$ cat src/hw/rtl/ccf_pkg.sv
`default_nettype none

package ccf_pkg;

  // Coordinate and datapath widths. The weight width covers the largest
  // step count (32 steps give a weight total of 32768).
  localparam int COORD_W = 32;
  localparam int WGT_W   = 16;
  localparam int PROD_W  = COORD_W + WGT_W + 1;
  localparam int NUM_W   = PROD_W + 2;
  localparam int NCTRL   = 4;

  // Primitive kinds.
  localparam logic KIND_SEGMENT = 1'b0;
  localparam logic KIND_CUBIC   = 1'b1;

  typedef logic signed [COORD_W-1:0] coord_t;
  typedef logic [WGT_W-1:0] wgt_t;

  // One input beat: a segment or a cubic Bezier primitive.
  typedef struct packed {
    logic   kind;
    logic   first_point;
    coord_t start_x;
    coord_t start_y;
    coord_t ctrl_one_x;
    coord_t ctrl_one_y;
    coord_t ctrl_two_x;
    coord_t ctrl_two_y;
    coord_t end_x;
    coord_t end_y;
  } in_item_t;

  // One output beat: a polyline point.
  typedef struct packed {
    coord_t point_x;
    coord_t point_y;
    logic   last_of_run;
  } out_item_t;

  // One point request from the sequencer to the arithmetic pipeline.
  // Entry 0 of each array belongs to the start point, entry 3 to the end.
  typedef struct packed {
    logic                  valid;
    logic                  last;
    wgt_t   [NCTRL-1:0]    wgt;
    coord_t [NCTRL-1:0]    px;
    coord_t [NCTRL-1:0]    py;
  } iss_t;

endpackage

`default_nettype wire

$ cat src/hw/rtl/ccf_front.sv
`default_nettype none

module ccf_front
  import ccf_pkg::*;
(
  input  wire logic     clk,
  input  wire logic     rst_n,
  input  wire logic     in_valid,
  output logic          in_stall,
  input  wire in_item_t in_data,
  output logic          cmd_valid,
  output in_item_t      cmd_data,
  input  wire logic     cmd_pop
);

  // Two-entry queue of accepted primitives.
  in_item_t   slot_r [2];
  logic       wr_ptr_r, wr_ptr_nxt;
  logic       rd_ptr_r, rd_ptr_nxt;
  logic [1:0] cnt_r, cnt_nxt;
  logic       push;

  // The queue is full when both slots hold a primitive.
  assign in_stall  = (cnt_r == 2'd2);
  assign push      = in_valid && !in_stall;
  assign cmd_valid = (cnt_r != 2'd0);
  assign cmd_data  = slot_r[rd_ptr_r];

  // Pointer and fill count update.
  always_comb begin
    wr_ptr_nxt = push ? !wr_ptr_r : wr_ptr_r;
    rd_ptr_nxt = cmd_pop ? !rd_ptr_r : rd_ptr_r;
    cnt_nxt    = cnt_r;
    if (push && !cmd_pop) begin
      cnt_nxt = cnt_r + 2'd1;
    end else if (!push && cmd_pop) begin
      cnt_nxt = cnt_r - 2'd1;
    end
  end

  always_ff @(posedge clk) begin
    if (!rst_n) begin
      wr_ptr_r <= 1'b0;
      rd_ptr_r <= 1'b0;
      cnt_r    <= 2'd0;
    end else begin
      wr_ptr_r <= wr_ptr_nxt;
      rd_ptr_r <= rd_ptr_nxt;
      cnt_r    <= cnt_nxt;
    end
  end

  // Slot storage; no reset needed.
  always_ff @(posedge clk) begin
    if (push) begin
      slot_r[wr_ptr_r] <= in_data;
    end
  end

endmodule

`default_nettype wire

$ cat config.mk
export PLATFORM = sky130hd
export DESIGN_NAME = ccf_front
export DESIGN_NICKNAME = d
export VERILOG_FILES = /design/src/hw/rtl/ccf_pkg.sv /design/src/hw/rtl/ccf_front.sv
export SDC_FILE = /design/constraint.sdc
export NUM_CORES = 1
export LEC_CHECK = 0
export BUFFER_PORTS_ARGS = -buffer_cell sky130_fd_sc_hd__buf_2
export CAP_MARGIN = 20
export CORE_AREA = 2 2 202 204
export DETAILED_ROUTE_END_ITERATION = 8
export DIE_AREA = 0 0 204 206
export PLACE_DENSITY = 0.77
export SLEW_MARGIN = 25
export SYNTH_ARGS = -nofsm -noshare
export SYNTH_HDL_FRONTEND = slang
export SYNTH_SLANG_ARGS = --single-unit
$ cat constraint.sdc
create_clock -name clk -period 25.3 [get_ports clk]
set_input_delay 1.265 -clock clk [delete_from_list [all_inputs] [get_ports clk]]
set_output_delay 1.265 -clock clk [all_outputs]
set_load 0.1 [all_outputs]
==> results.md <==
- Final hold vios: 0
- First-pass DRT Iterations: 5
- CTS tree: yes
- Critical path arrival: 3.70 ns
- Setup WS pre-CTS: 20.58 ns
- Worst Path Required: 24.03 ns
- Total Die Area: 42,020 um2
- Syn Nets: 1,091
- Critical-path maximum fanout: 58
- Ys flop type: edfxtp_1
- DIE WIDTH: 204 um
- Final #Nets: 1,646
- Crit end category: output port
- Clock period minus worst slack: 4.967 ns
- Slew Viols, Final: 0
- Warnings, synthesis: 0
- P_leak: 9.558 nW
- Total wire length: 42,090 um
- FF-to-FF End: slot_r[1][3]
- Final Skew: 0.03028 ns
- Worst Hold Class: reg -> reg
- Post-CTS sizing: 0
- Yosys cell types: 21
- Top cell type's share of synthesized area: 78.65%
- Max incr delay on CP: 0.81 ns
- Crit start category: flop
- Outcome: complete, no violations
- Root Buffer: clkbuf_16
- Final setup fails: 0
- Share of cells above drive strength 1: 60.56%
- Routed wl met3: 4174 um
- Fin crit share: 19.63%
- Power Density: 103.8 nW/um2
- First-pass GRT wire length: 59,060 um
- Hold Path End: cnt_r[1]
- Area growth syn-to-layout: 23.97%
- Mapped cell area: 19,700 um2
- Clock sink count: 521
- Worst R2R Start: cnt_r[0]
- Pin count of the biggest net entering global routing: 192
- Crit Path Category: reg -> out
- Chip Height: 206 um
- IO buf count: 521
- Clock Path Buffers: 3
- Routed Antenna Nets: 0
- Asr flop ratio synth: 0%
- Per-cell routed wire length: 21.41 um
- Unrepaired setup endpoints after global routing: no
- Site Rows: 74
- Critical Path Slowest Stage Cell: dfxtp_4
- Via Count: 9,800
- Vias in the first global route: 10,075
- DRC violations left: 0
- Worst-Skew Late Latency: 0.58 ns
- Synth top area cells: edfxtp_1, mux2_4, mux2_2, buf_6, dfxtp_1
- Critical path cell sequence: buf_4, buf_6, mux2_4, buf_2
- Max Clk Rate: 0.2013 GHz
- FILL cells: 2,883
- Sequential area share after synthesis: 79.16%
- Final TNS setup: 0 ns
- GPL Wtd Cong: 0.8519
- Worst vdd ir: 0.08206 mV
- # hold bufs at CTS: 0
- GRT Util Overall: 19.07%
- Initial antenna violation count: 12
- Final setup margin: 20.33 ns
- Max-cap violations: 0
- Hpwl dp: 28,720 um
- Slew margin rel.: 31.01%
- Max Used Layer: met5
- Vias per cell: 4.985
- DRT iter0 DRCs: 634
- Hold_sp: cnt_r[1]
- Initial core utilization: 49.03%
- Number of setup buffers added after CTS: 0
- Cells after Synth: 828
- Reg-to-reg slack, setup: 22.62 ns
- Final core occ: 60.78%
- Core box area: 40,180 um2
- Yosys reg bits: 521
- CTS Buf Count: 51
- R2r worst-path depth: 3
- Slew @ Worst Pin: 1.035 ns
- Hold Path Depth: 2
- Io pins: 522
- Top cell type by total area after synthesis: edfxtp_1
- Register clock-pin slew on the reported worst setup and hold paths: 0.06 ns
- Min Hold Slack: 0.5286 ns
- Grt total ovfl: 0
- Met2 wire len: 21,180 um
- EDFF count, synth: 516
- Htree depth: 2
- M1 WL: 15,380 um
- Synth Area per Inst: 23.79 um2
## layout make-up
type / count / area [um2] / area share [%]
Inverter: 3 / 11.26 / 0.04611
Clock inverter: 27 / 230.2 / 0.9427
Tap cell: 532 / 665.6 / 2.726
Clock buffer: 68 / 1383 / 5.661
Sequential cell: 521 / 15600 / 63.87
Antenna cell: 9 / 22.52 / 0.09222
Timing Repair Buffer: 531 / 2723 / 11.15
Multi-Input combinational cell: 275 / 3789 / 15.51
## flip-flops by register name (all words and copies together), names as in the netlist, named ones only
name	count
cnt_r	2
slot_r	516
wr_ptr_r	1
rd_ptr_r	1
## layer usage
layer / vias up / GRT usage [%]
met5: - / 0
li1: 4433 / -
met1: 4807 / 21.64
met2: 468 / 32.50
met4: 6 / 7.712
met3: 86 / 7.364
## worst max-delay path, delay by kind of cell (launching register included)
family	cells	cell delay, ns
flops	1	0.81
mux	1	0.29
buf+inv	3	1.93
## synth_stat cells (2+ instances only)
library cell and count:
mux2_2 57, dfxtp_1 5, buf_8 2, buf_2 3, edfxtp_1 516, mux2_4 201, xor2_1 2, and2_1 3
inv_1 3, buf_6 24, a21boi_0 2
## cell usage in the layout, fill, tap and decap left out, types with 3 or more instances in the layout
| cell type | Yosys | final |
|---|---|---|
| bufinv_16 | 0 | 4 |
| and2_1 | 3 | 3 |
| diode_2 | 0 | 9 |
| clkinv_2 | 0 | 11 |
| clkbuf_1 | 0 | 15 |
| dfxtp_1 | 5 | 4 |
| mux2_4 | 201 | 201 |
| buf_4 | 0 | 6 |
| clkinv_1 | 0 | 10 |
| mux2_2 | 57 | 57 |
| inv_1 | 3 | 3 |
| edfxtp_1 | 516 | 516 |
| clkbuf_16 | 0 | 53 |
| buf_2 | 3 | 521 |
## report_power, final
group | internal (mW) | total, mW | switching (mW)
clock network | 0.425 | 0.729 | 0.305
logic | 0.146 | 0.730 | 0.583
registers | 1.05 | 1.08 | 0.0262
## how the worst max path moves through the flow
stage | from | endpoint
floorplan | in_valid | wr_ptr_r
global placement | flop | cmd_data[213]
detailed placement | flop | cmd_data[193]
CTS | flop | cmd_data[193]
global route | flop | cmd_data[211]
finish | flop | cmd_data[144]
## metrics by stage
stage                     power (mW)  std cells  area (um2)
after floorplan                1.762        828       19700
after global placement         1.818       1861       22750
after detailed placement       1.827       1861       22750
after CTS                      2.558       1956       24360
after global routing           2.615       1964       24420
final                          2.535       1966       24420
## cell families after synthesis
kind of cell | count (synthesis) | share of synthesized area (%)
muxes | 258 | 18.58
xor gates and xnor gates | 3 | 0.1334
DFF | 521 | 79.16
AOI/OAI and AO/OA | 4 | 0.1397
adders and majority gates | 1 | 0.06350
and+or+nand+nor | 9 | 0.2668
buffers and inverters | 32 | 1.658
(Power assumes the default switching activity.)
