File: config.mk
export PLATFORM = sky130hd
export DESIGN_NAME = ccf_back
export DESIGN_NICKNAME = d
export VERILOG_FILES = /design/src/hw/rtl/ccf_pkg.sv /design/src/hw/rtl/ccf_back.sv
export SDC_FILE = /design/constraint.sdc
export NUM_CORES = 1
export LEC_CHECK = 0
export BUFFER_PORTS_ARGS = -buffer_cell sky130_fd_sc_hd__buf_2
export CAP_MARGIN = 20
export CORE_AREA = 5 5 227 229
export DETAILED_ROUTE_END_ITERATION = 12
export DIE_AREA = 0 0 232 234
export PLACE_DENSITY = 0.64
export SKIP_CTS_REPAIR_TIMING = 1
export SYNTH_ARGS = -nofsm -noshare
export SYNTH_HDL_FRONTEND = slang
export SYNTH_SLANG_ARGS = --single-unit
File: constraint.sdc
create_clock -name clk -period 17.5 [get_ports clk]
set_clock_uncertainty 0.15 [all_clocks]
set_input_delay 5.25 -clock clk [delete_from_list [all_inputs] [get_ports clk]]
set_output_delay 5.25 -clock clk [all_outputs]
set_load 0.01 [all_outputs]
File: src/hw/rtl/ccf_pkg.sv
`default_nettype none

package ccf_pkg;

  // Coordinate and datapath widths. The weight width covers the largest
  // step count (32 steps give a weight total of 32768).
  localparam int COORD_W = 32;
  localparam int WGT_W   = 16;
  localparam int PROD_W  = COORD_W + WGT_W + 1;
  localparam int NUM_W   = PROD_W + 2;
  localparam int NCTRL   = 4;

  // Primitive kinds.
  localparam logic KIND_SEGMENT = 1'b0;
  localparam logic KIND_CUBIC   = 1'b1;

  typedef logic signed [COORD_W-1:0] coord_t;
  typedef logic [WGT_W-1:0] wgt_t;

  // One input beat: a segment or a cubic Bezier primitive.
  typedef struct packed {
    logic   kind;
    logic   first_point;
    coord_t start_x;
    coord_t start_y;
    coord_t ctrl_one_x;
    coord_t ctrl_one_y;
    coord_t ctrl_two_x;
    coord_t ctrl_two_y;
    coord_t end_x;
    coord_t end_y;
  } in_item_t;

  // One output beat: a polyline point.
  typedef struct packed {
    coord_t point_x;
    coord_t point_y;
    logic   last_of_run;
  } out_item_t;

  // One point request from the sequencer to the arithmetic pipeline.
  // Entry 0 of each array belongs to the start point, entry 3 to the end.
  typedef struct packed {
    logic                  valid;
    logic                  last;
    wgt_t   [NCTRL-1:0]    wgt;
    coord_t [NCTRL-1:0]    px;
    coord_t [NCTRL-1:0]    py;
  } iss_t;

endpackage

`default_nettype wire

File: src/hw/rtl/ccf_back.sv
`default_nettype none

module ccf_back
  import ccf_pkg::*;
#(
  parameter int CURVE_STEPS = 16
) (
  input  wire logic     clk,
  input  wire logic     rst_n,
  input  wire logic     en,
  input  wire logic     cmd_valid,
  input  wire in_item_t cmd_data,
  output logic          cmd_pop,
  output iss_t          iss
);

  localparam int KW    = $clog2(CURVE_STEPS + 1);
  localparam int TOTAL = CURVE_STEPS * CURVE_STEPS * CURVE_STEPS;

  // Bernstein weight table, one row per step index.
  logic [NCTRL-1:0][WGT_W-1:0] wtab [CURVE_STEPS+1];

  for (genvar gk = 0; gk <= CURVE_STEPS; gk++) begin : g_wtab
    localparam int U = CURVE_STEPS - gk;
    assign wtab[gk][0] = WGT_W'(U * U * U);
    assign wtab[gk][1] = WGT_W'(3 * U * U * gk);
    assign wtab[gk][2] = WGT_W'(3 * U * gk * gk);
    assign wtab[gk][3] = WGT_W'(gk * gk * gk);
  end

  in_item_t            cur_r;
  logic                busy_r, busy_nxt;
  logic                start_pend_r, start_pend_nxt;
  logic [KW-1:0]       k_r, k_nxt;
  logic                iss_vld_r;
  logic                iss_last_r;
  wgt_t [NCTRL-1:0]    iss_wgt_r;
  coord_t [NCTRL-1:0]  iss_px_r;
  coord_t [NCTRL-1:0]  iss_py_r;

  logic                fire;
  logic                done_c;
  logic                last_c;
  wgt_t [NCTRL-1:0]    wgt_c;

  // Pick the weights of the next point. A plain point (the start point or
  // a segment end) uses the full weight total on one control point, which
  // the rounding divide returns unchanged.
  always_comb begin
    wgt_c  = '0;
    last_c = 1'b0;
    done_c = 1'b0;
    if (start_pend_r) begin
      wgt_c[0] = WGT_W'(TOTAL);
    end else if (cur_r.kind == KIND_SEGMENT) begin
      wgt_c[3] = WGT_W'(TOTAL);
      last_c   = 1'b1;
      done_c   = 1'b1;
    end else begin
      wgt_c  = wtab[k_r];
      last_c = (k_r == KW'(CURVE_STEPS));
      done_c = last_c;
    end
  end

  // Sequencing: load the next primitive on the beat that finishes this one.
  always_comb begin
    fire    = busy_r && en;
    cmd_pop = cmd_valid && (!busy_r || (fire && done_c));

    busy_nxt       = busy_r;
    start_pend_nxt = start_pend_r;
    k_nxt          = k_r;
    if (cmd_pop) begin
      busy_nxt       = 1'b1;
      start_pend_nxt = cmd_data.first_point;
      k_nxt          = KW'(1);
    end else if (fire) begin
      if (done_c) begin
        busy_nxt = 1'b0;
      end
      if (start_pend_r) begin
        start_pend_nxt = 1'b0;
      end else if (cur_r.kind == KIND_CUBIC) begin
        k_nxt = KW'(k_r + KW'(1));
      end
    end
  end

  always_ff @(posedge clk) begin
    if (!rst_n) begin
      busy_r       <= 1'b0;
      start_pend_r <= 1'b0;
      k_r          <= '0;
      iss_vld_r    <= 1'b0;
    end else begin
      busy_r       <= busy_nxt;
      start_pend_r <= start_pend_nxt;
      k_r          <= k_nxt;
      if (en) begin
        iss_vld_r <= fire;
      end
    end
  end

  // Current primitive and the issue register payload.
  always_ff @(posedge clk) begin
    if (cmd_pop) begin
      cur_r <= cmd_data;
    end
    if (en) begin
      iss_last_r <= last_c;
      iss_wgt_r  <= wgt_c;
      iss_px_r   <= {cur_r.end_x, cur_r.ctrl_two_x, cur_r.ctrl_one_x, cur_r.start_x};
      iss_py_r   <= {cur_r.end_y, cur_r.ctrl_two_y, cur_r.ctrl_one_y, cur_r.start_y};
    end
  end

  assign iss.valid = iss_vld_r;
  assign iss.last  = iss_last_r;
  assign iss.wgt   = iss_wgt_r;
  assign iss.px    = iss_px_r;
  assign iss.py    = iss_py_r;

endmodule

`default_nettype wire

==> results of run 1 <==
-- Yosys cell counts --
cell	instances
a211o_1	3
buf_1	2
a31oi_1	2
ha_1	8
o21ai_1	2
o211a_1	2
a221oi_4	1
buf_4	26
mux2_2	1
a221oi_2	2
nand2b_1	7
a211oi_1	9
nor2_1	14
a41o_1	1
conb_1	1
xnor2_1	1
nand3_1	5
a311oi_1	2
or2_2	1
buf_2	7
nor3_1	7
nand3b_1	1
nor4_1	1
a221oi_1	1
and3_1	1
nand4b_4	1
o21ai_0	9
nor2b_1	11
clkbuf_1	8
inv_1	8
nand2_1	19
or2_0	1
o211ai_1	2
nor3b_1	3
and4_1	1
mux2i_1	4
edfxtp_1	554
dfxtp_1	8
nand4bb_4	1
and2_1	4
or3_1	3
a21oi_1	21
-- kinds of logic (layout without fill, tap and decap cells) --
logic type	after synthesis	in the layout	share of synthesized area (%)
AO/OA/AOI/OAI	57	57	2.18
other	1	22	0.0207
XOR/XNOR	1	1	0.0484
buffers and inverters	51	688	1.64
multiplexers	5	5	0.283
flip-flops	562	562	92.8
adder cells (fa/ha/maj)	8	8	0.553
AND/OR/NAND/NOR	81	81	2.52
-- cell type report --
cell class	instances	area [µm²]	share of cell area, %
multi-input cells	168	1070	4.58
well taps	672	841	3.59
diodes	6	15.0	0.0641
clock buffers	80	1510	6.46
inverters	8	30.0	0.128
flip-flops and latches	562	16800	71.7
repair buffers	576	2930	12.5
clock inverters	24	240	1.03
-- worst register-to-register path, delay by kind of cell (launching register included) --
family	cells	cell delay (ns)
compound gates	1	0.43
fa+ha+maj	1	0.42
buf+inv	3	1.82
flops	1	0.43
simple gates	2	0.83
-- per-layer routing --
| metal | track usage, % | up-vias | share of wire [%] |
|---|---|---|---|
| met5 | 0 | - | 0.083 |
| met4 | 4.58 | 4 | 2.5 |
| met2 | 23.8 | 402 | 51 |
| li1 | - | 4212 | - |
| met1 | 17.2 | 4434 | 36 |
| met3 | 5.79 | 74 | 10 |
-- sequential cells by signal (all words and copies together) (netlist names) --
register and cells:
iss_last_r 1, iss 296, cur_r 257, iss_vld_r 1, start_pend_r 1, busy_r 1
k_r 5
-- worst paths after layout --
kind                   startpoint  slack [ns]                   end  cells past startpoint
max                            en        5.06               cmd_pop                      5
min          cur_r[138]$_DFFE_PP_        0.26     iss[42]$_DFFE_PP_                      0
max reg2reg   k_r[0]$_SDFFE_PN0P_       12.97  cur_r[225]$_DFFE_PP_                      7
min reg2reg  cur_r[138]$_DFFE_PP_        0.26     iss[42]$_DFFE_PP_                      0
-- power breakdown --
group / switching (W) / total (W) / leakage [nW] / internal, W
logic: 0.000102 / 0.000158 / 2.73 / 0.0000558
registers: 0.0000236 / 0.00161 / 5.44 / 0.00158
clock network: 0.000484 / 0.00113 / 0.844 / 0.000649
-- through the flow --
step                area (µm²)  utilization (%)  std cells  hold slack (ns)  setup slack, ns
floorplan                18200                -        781            0.250            0.535
global placement         21700             43.8       1986            0.250             5.11
detailed placement       21700             43.8       1986            0.255             5.04
CTS                      23400             47.4       2090            0.260             5.03
global route             23400             47.4       2092            0.268             4.93
finish                   23400             47.4       2096            0.263             5.06
==> impl_metrics.env, run 1 <==
export IMPL_status="finished, final reports clean"
export IMPL_cts_sinks=562
export IMPL_p_leak_nw=9.01
export IMPL_grt_overflow=0
export IMPL_drive_above_1_share_pct=46.5
export IMPL_io_pins=585
export IMPL_core_area_um2=49500
export IMPL_hold_class="register to register"
export IMPL_grt_pass1_vias=9307
export IMPL_path_delay_family="simple AND/OR/NAND/NOR gates"
export IMPL_synth_avg_cell_area_um2=23.6
export IMPL_min_period_ns=12.44
export IMPL_antenna_found_initial=8
export IMPL_fmax_mhz=80.4
export IMPL_cts_htree_levels=2
export IMPL_die_h_um=234
export IMPL_vias=9126
export IMPL_slew_headroom_pct=33.8
export IMPL_gp_congestion=0.875
export IMPL_slew_violations=0
export IMPL_dp_hpwl_um=29500
export IMPL_synth_top_area_cell="edfxtp_1"
export IMPL_initial_core_util_pct=36.6
export IMPL_drcViolationCount=0
export IMPL_final_hold_violation_count=0
export IMPL_cts_path_max_buffers=3
export IMPL_grt_max_degree=142
export IMPL_die_w_um=232
export IMPL_critPathRequiredTime_ns=12.10
export IMPL_path_buf_inv=2
export IMPL_maxCapViolCount=0
export IMPL_rows=82
export IMPL_rsz0062_at_grt="false"
export IMPL_yosys_warnings=0
export IMPL_finalCritPeriodShare_pct=71.1
export IMPL_tns_ns=0
export IMPL_layout_cells_most_common="buf_2"
export IMPL_power_density_nw_per_um2=124
export IMPL_drt_initial_drc_count=867
export IMPL_critPathKind="primary input to output pin"
export IMPL_crit_slowest_cell="and2_4"
export IMPL_drtPass1Iterations=6
export IMPL_ir_drop_mv=0.109
export IMPL_synth_cell_types=42
export IMPL_wl_um=41100
export IMPL_grt_first_pass_wirelength_um=58400
export IMPL_arrival_ns=7.04
export IMPL_final_antenna_net_count=0
export IMPL_numPortBuffers=568
export IMPL_yosys_top_cells_area="edfxtp_1, buf_4, dfxtp_1"
export IMPL_synth_seq_cells=562
export IMPL_yosys_area_top_type_share_pct=91.9
export IMPL_finalSetupViolCount=0
export IMPL_die_area_um2=54300
export IMPL_clock_latency_ns=0.59
export IMPL_final_nets=1642
export IMPL_grt_use_total_pct=14.3
export IMPL_endpoint_kind="output pin"
export IMPL_power_w=0.00290
export IMPL_cts_tree="done"
export IMPL_worstSetupStartpointType="primary input"
export IMPL_post_drt_wl_per_cell_um=19.6
export IMPL_cts_buffers_inserted=56
export IMPL_ys_seq_area_share_pct=92.8
export IMPL_clk_pin_slew_worst_paths_ns=0.06
export IMPL_area_growth_syn_to_layout_pct=29.4
export IMPL_cp_max_fo=47
export IMPL_worst_slew_pin_slew_ns=0.991
export IMPL_vias_per_cell=4.35
export IMPL_layout_common_cells="buf_2, edfxtp_1, clkbuf_16"
export IMPL_nFillCells=4248
export IMPL_clockRootBuffer="clkbuf_16"
export IMPL_synthesis_area_um2=18100
export IMPL_path_cells="buf_8 -> nor2b_1 -> a221oi_4 -> and2_4 -> buf_2"
export IMPL_synthCells=766
export IMPL_critical_path_max_stage_delay_ns=0.65
No activity file was read; power rests on OpenSTA's default activity.
==> run 2, diff against run 1 <==
CORE_AREA = 5 5 226 228   (was 5 5 227 229)
DIE_AREA = 0 0 231 233   (was 0 0 232 234)
PLACE_DENSITY = 0.67   (was 0.64)
clock period = 10.5 ns   (was 17.5 ns; I/O delays follow)
==> run 2 against run 1 <==
Sequential share of layout area up 0.63 points. Total power up 62%. Non-clock buffer count up 2. Count of clock-buffer cells in the layout down 9. Sequential cell count unchanged. Register-to-register slack worse by 7.4 ns. Clock power up 55%. Critical path depth unchanged. Critical path type unchanged. Critical endpoint unchanged. Highest routed layer unchanged.
==> impl_metrics.env, run 2 (synthesis results as in run 1) <==
export IMPL_status="finished, final reports clean"
export IMPL_p_leak_nw=8.96
export IMPL_drcViolationCount=0
export IMPL_grt_use_total_pct=14.3
export IMPL_crit_slowest_cell="a221oi_4"
export IMPL_grt_max_degree=77
export IMPL_final_nets=1643
export IMPL_grt_overflow=0
export IMPL_worst_slew_pin_slew_ns=1.00
export IMPL_tns_ns=0
export IMPL_critPathCapture="cmd_pop"
export IMPL_place_area_um2=21600
export IMPL_slew_violations=0
export IMPL_critPathRequiredTime_ns=7.20
export IMPL_drtPass1Iterations=5
export IMPL_timing_rr_start="k_r[0]$_SDFFE_PN0P_"
export IMPL_drive_above_1_share_pct=46.4
export IMPL_core_area_um2=48600
export IMPL_post_drt_wl_per_cell_um=19.9
export IMPL_final_hold_violation_count=0
export IMPL_wl_um=40700
export IMPL_dp_hpwl_um=29800
export IMPL_die_h_um=233
export IMPL_r2r_setup_slack_ns=5.55
export IMPL_cts_sinks=562
export IMPL_critPathKind="primary input to output pin"
export IMPL_clock_latency_ns=0.58
export IMPL_die_area_um2=53800
export IMPL_critical_path_max_stage_delay_ns=0.38
export IMPL_rows=81
export IMPL_grt_first_pass_wirelength_um=57600
export IMPL_vias_per_cell=4.48
export IMPL_slew_headroom_pct=33.1
export IMPL_final_antenna_net_count=0
export IMPL_clockRootBuffer="clkbuf_16"
export IMPL_cts_buffers_inserted=55
export IMPL_worstSetupStartpoint="en"
export IMPL_ir_drop_mv=0.173
export IMPL_maxCapViolCount=0
export IMPL_cp_max_fo=54
export IMPL_layout_cells_most_common="buf_2"
export IMPL_stdcell_area_um2=23200
export IMPL_io_pins=585
export IMPL_power_density_nw_per_um2=202
export IMPL_min_period_ns=7.78
export IMPL_numPortBuffers=568
export IMPL_hold_class="register to register"
export IMPL_initial_core_util_pct=37.2
export IMPL_antenna_found_initial=20
export IMPL_layout_common_cells="buf_2, edfxtp_1, clkbuf_16"
export IMPL_worstSetupStartpointType="primary input"
export IMPL_cts_path_max_buffers=3
export IMPL_finalSetupViolCount=0
export IMPL_cts_tree="done"
export IMPL_area_growth_syn_to_layout_pct=28.3
export IMPL_endpoint_kind="output pin"
export IMPL_clk_pin_slew_worst_paths_ns=0.06
export IMPL_worst_r2r_cell_count=8
export IMPL_drt_initial_drc_count=715
export IMPL_worstHoldPathCells=0
export IMPL_arrival_ns=4.48
export IMPL_grt_pass1_vias=9344
export IMPL_cts_htree_levels=2
export IMPL_fmax_mhz=129
export IMPL_gp_congestion=0.859
export IMPL_timing_rr_end="cur_r[15]$_DFFE_PP_"
export IMPL_vias=9159
export IMPL_path_cells="buf_8 -> nor2b_1 -> a221oi_4 -> and2_4 -> buf_2"
export IMPL_rsz0062_at_grt="false"
export IMPL_largest_reg_flops=296
export IMPL_die_w_um=231
export IMPL_nFillCells=4068
export IMPL_finalCritPeriodShare_pct=74.1
run 2: layout make-up:
| class | count | area (µm²) | area share [%] |
|---|---|---|---|
| repair buffers | 578 | 2930 | 12.6 |
| clock buffers | 71 | 1460 | 6.27 |
| inverters | 8 | 30.0 | 0.129 |
| multi-input cells | 168 | 1070 | 4.62 |
| flip-flops and latches | 562 | 16800 | 72.3 |
| well taps | 622 | 778 | 3.35 |
| diodes | 9 | 22.5 | 0.0970 |
| clock inverters | 26 | 145 | 0.625 |
run 2: how the worst min path moves through the flow:
stage / start / endpoint / slack [ns]
floorplan: cur_r[192]$_DFFE_PP_ / iss[0]$_DFFE_PP_ / 0.25
global placement: cur_r[13]$_DFFE_PP_ / iss[109]$_DFFE_PP_ / 0.25
CTS: cur_r[50]$_DFFE_PP_ / iss[242]$_DFFE_PP_ / 0.26
global route: cur_r[139]$_DFFE_PP_ / iss[43]$_DFFE_PP_ / 0.27
detailed placement: cur_r[24]$_DFFE_PP_ / iss[120]$_DFFE_PP_ / 0.25
finish: cur_r[50]$_DFFE_PP_ / iss[242]$_DFFE_PP_ / 0.26
run 2: critical path, delay by kind of cell:
family / cells / cell delay, ns
AOI/OAI and AO/OA: 1 / 0.38
buffers and inverters: 2 / 0.46
and+or+nand+nor: 2 / 0.41
run 2: metal layers:
| layer | vias up | GRT usage, % | share of wire, % |
|---|---|---|---|
| met4 | 14 | 5.72 | 2.8 |
| li1 | 4202 | - | - |
| met3 | 89 | 5.16 | 9.1 |
| met2 | 407 | 23.7 | 51 |
| met1 | 4447 | 17.0 | 37 |
| met5 | - | 0 | 0.23 |
run 2: per-stage QoR:
step	hold WS (ns)	total power (W)	setup WS, ns	util (%)	std cells
finish	0.263	0.00469	2.72	47.8	2044
global route	0.269	0.00487	2.60	47.7	2040
CTS	0.261	0.00476	2.71	47.7	2035
detailed placement	0.255	0.00299	2.71	44.4	1938
global placement	0.250	0.00298	2.76	44.4	1938
floorplan	0.250	0.00282	0.489	-	781
run 2: report_power, final:
group	internal, W	leakage [nW]	switching (W)
Combinational	0.0000929	2.73	0.000168
Clock	0.000977	0.787	0.000774
Sequential	0.00264	5.44	0.0000406
Total	0.00371	8.96	0.000983
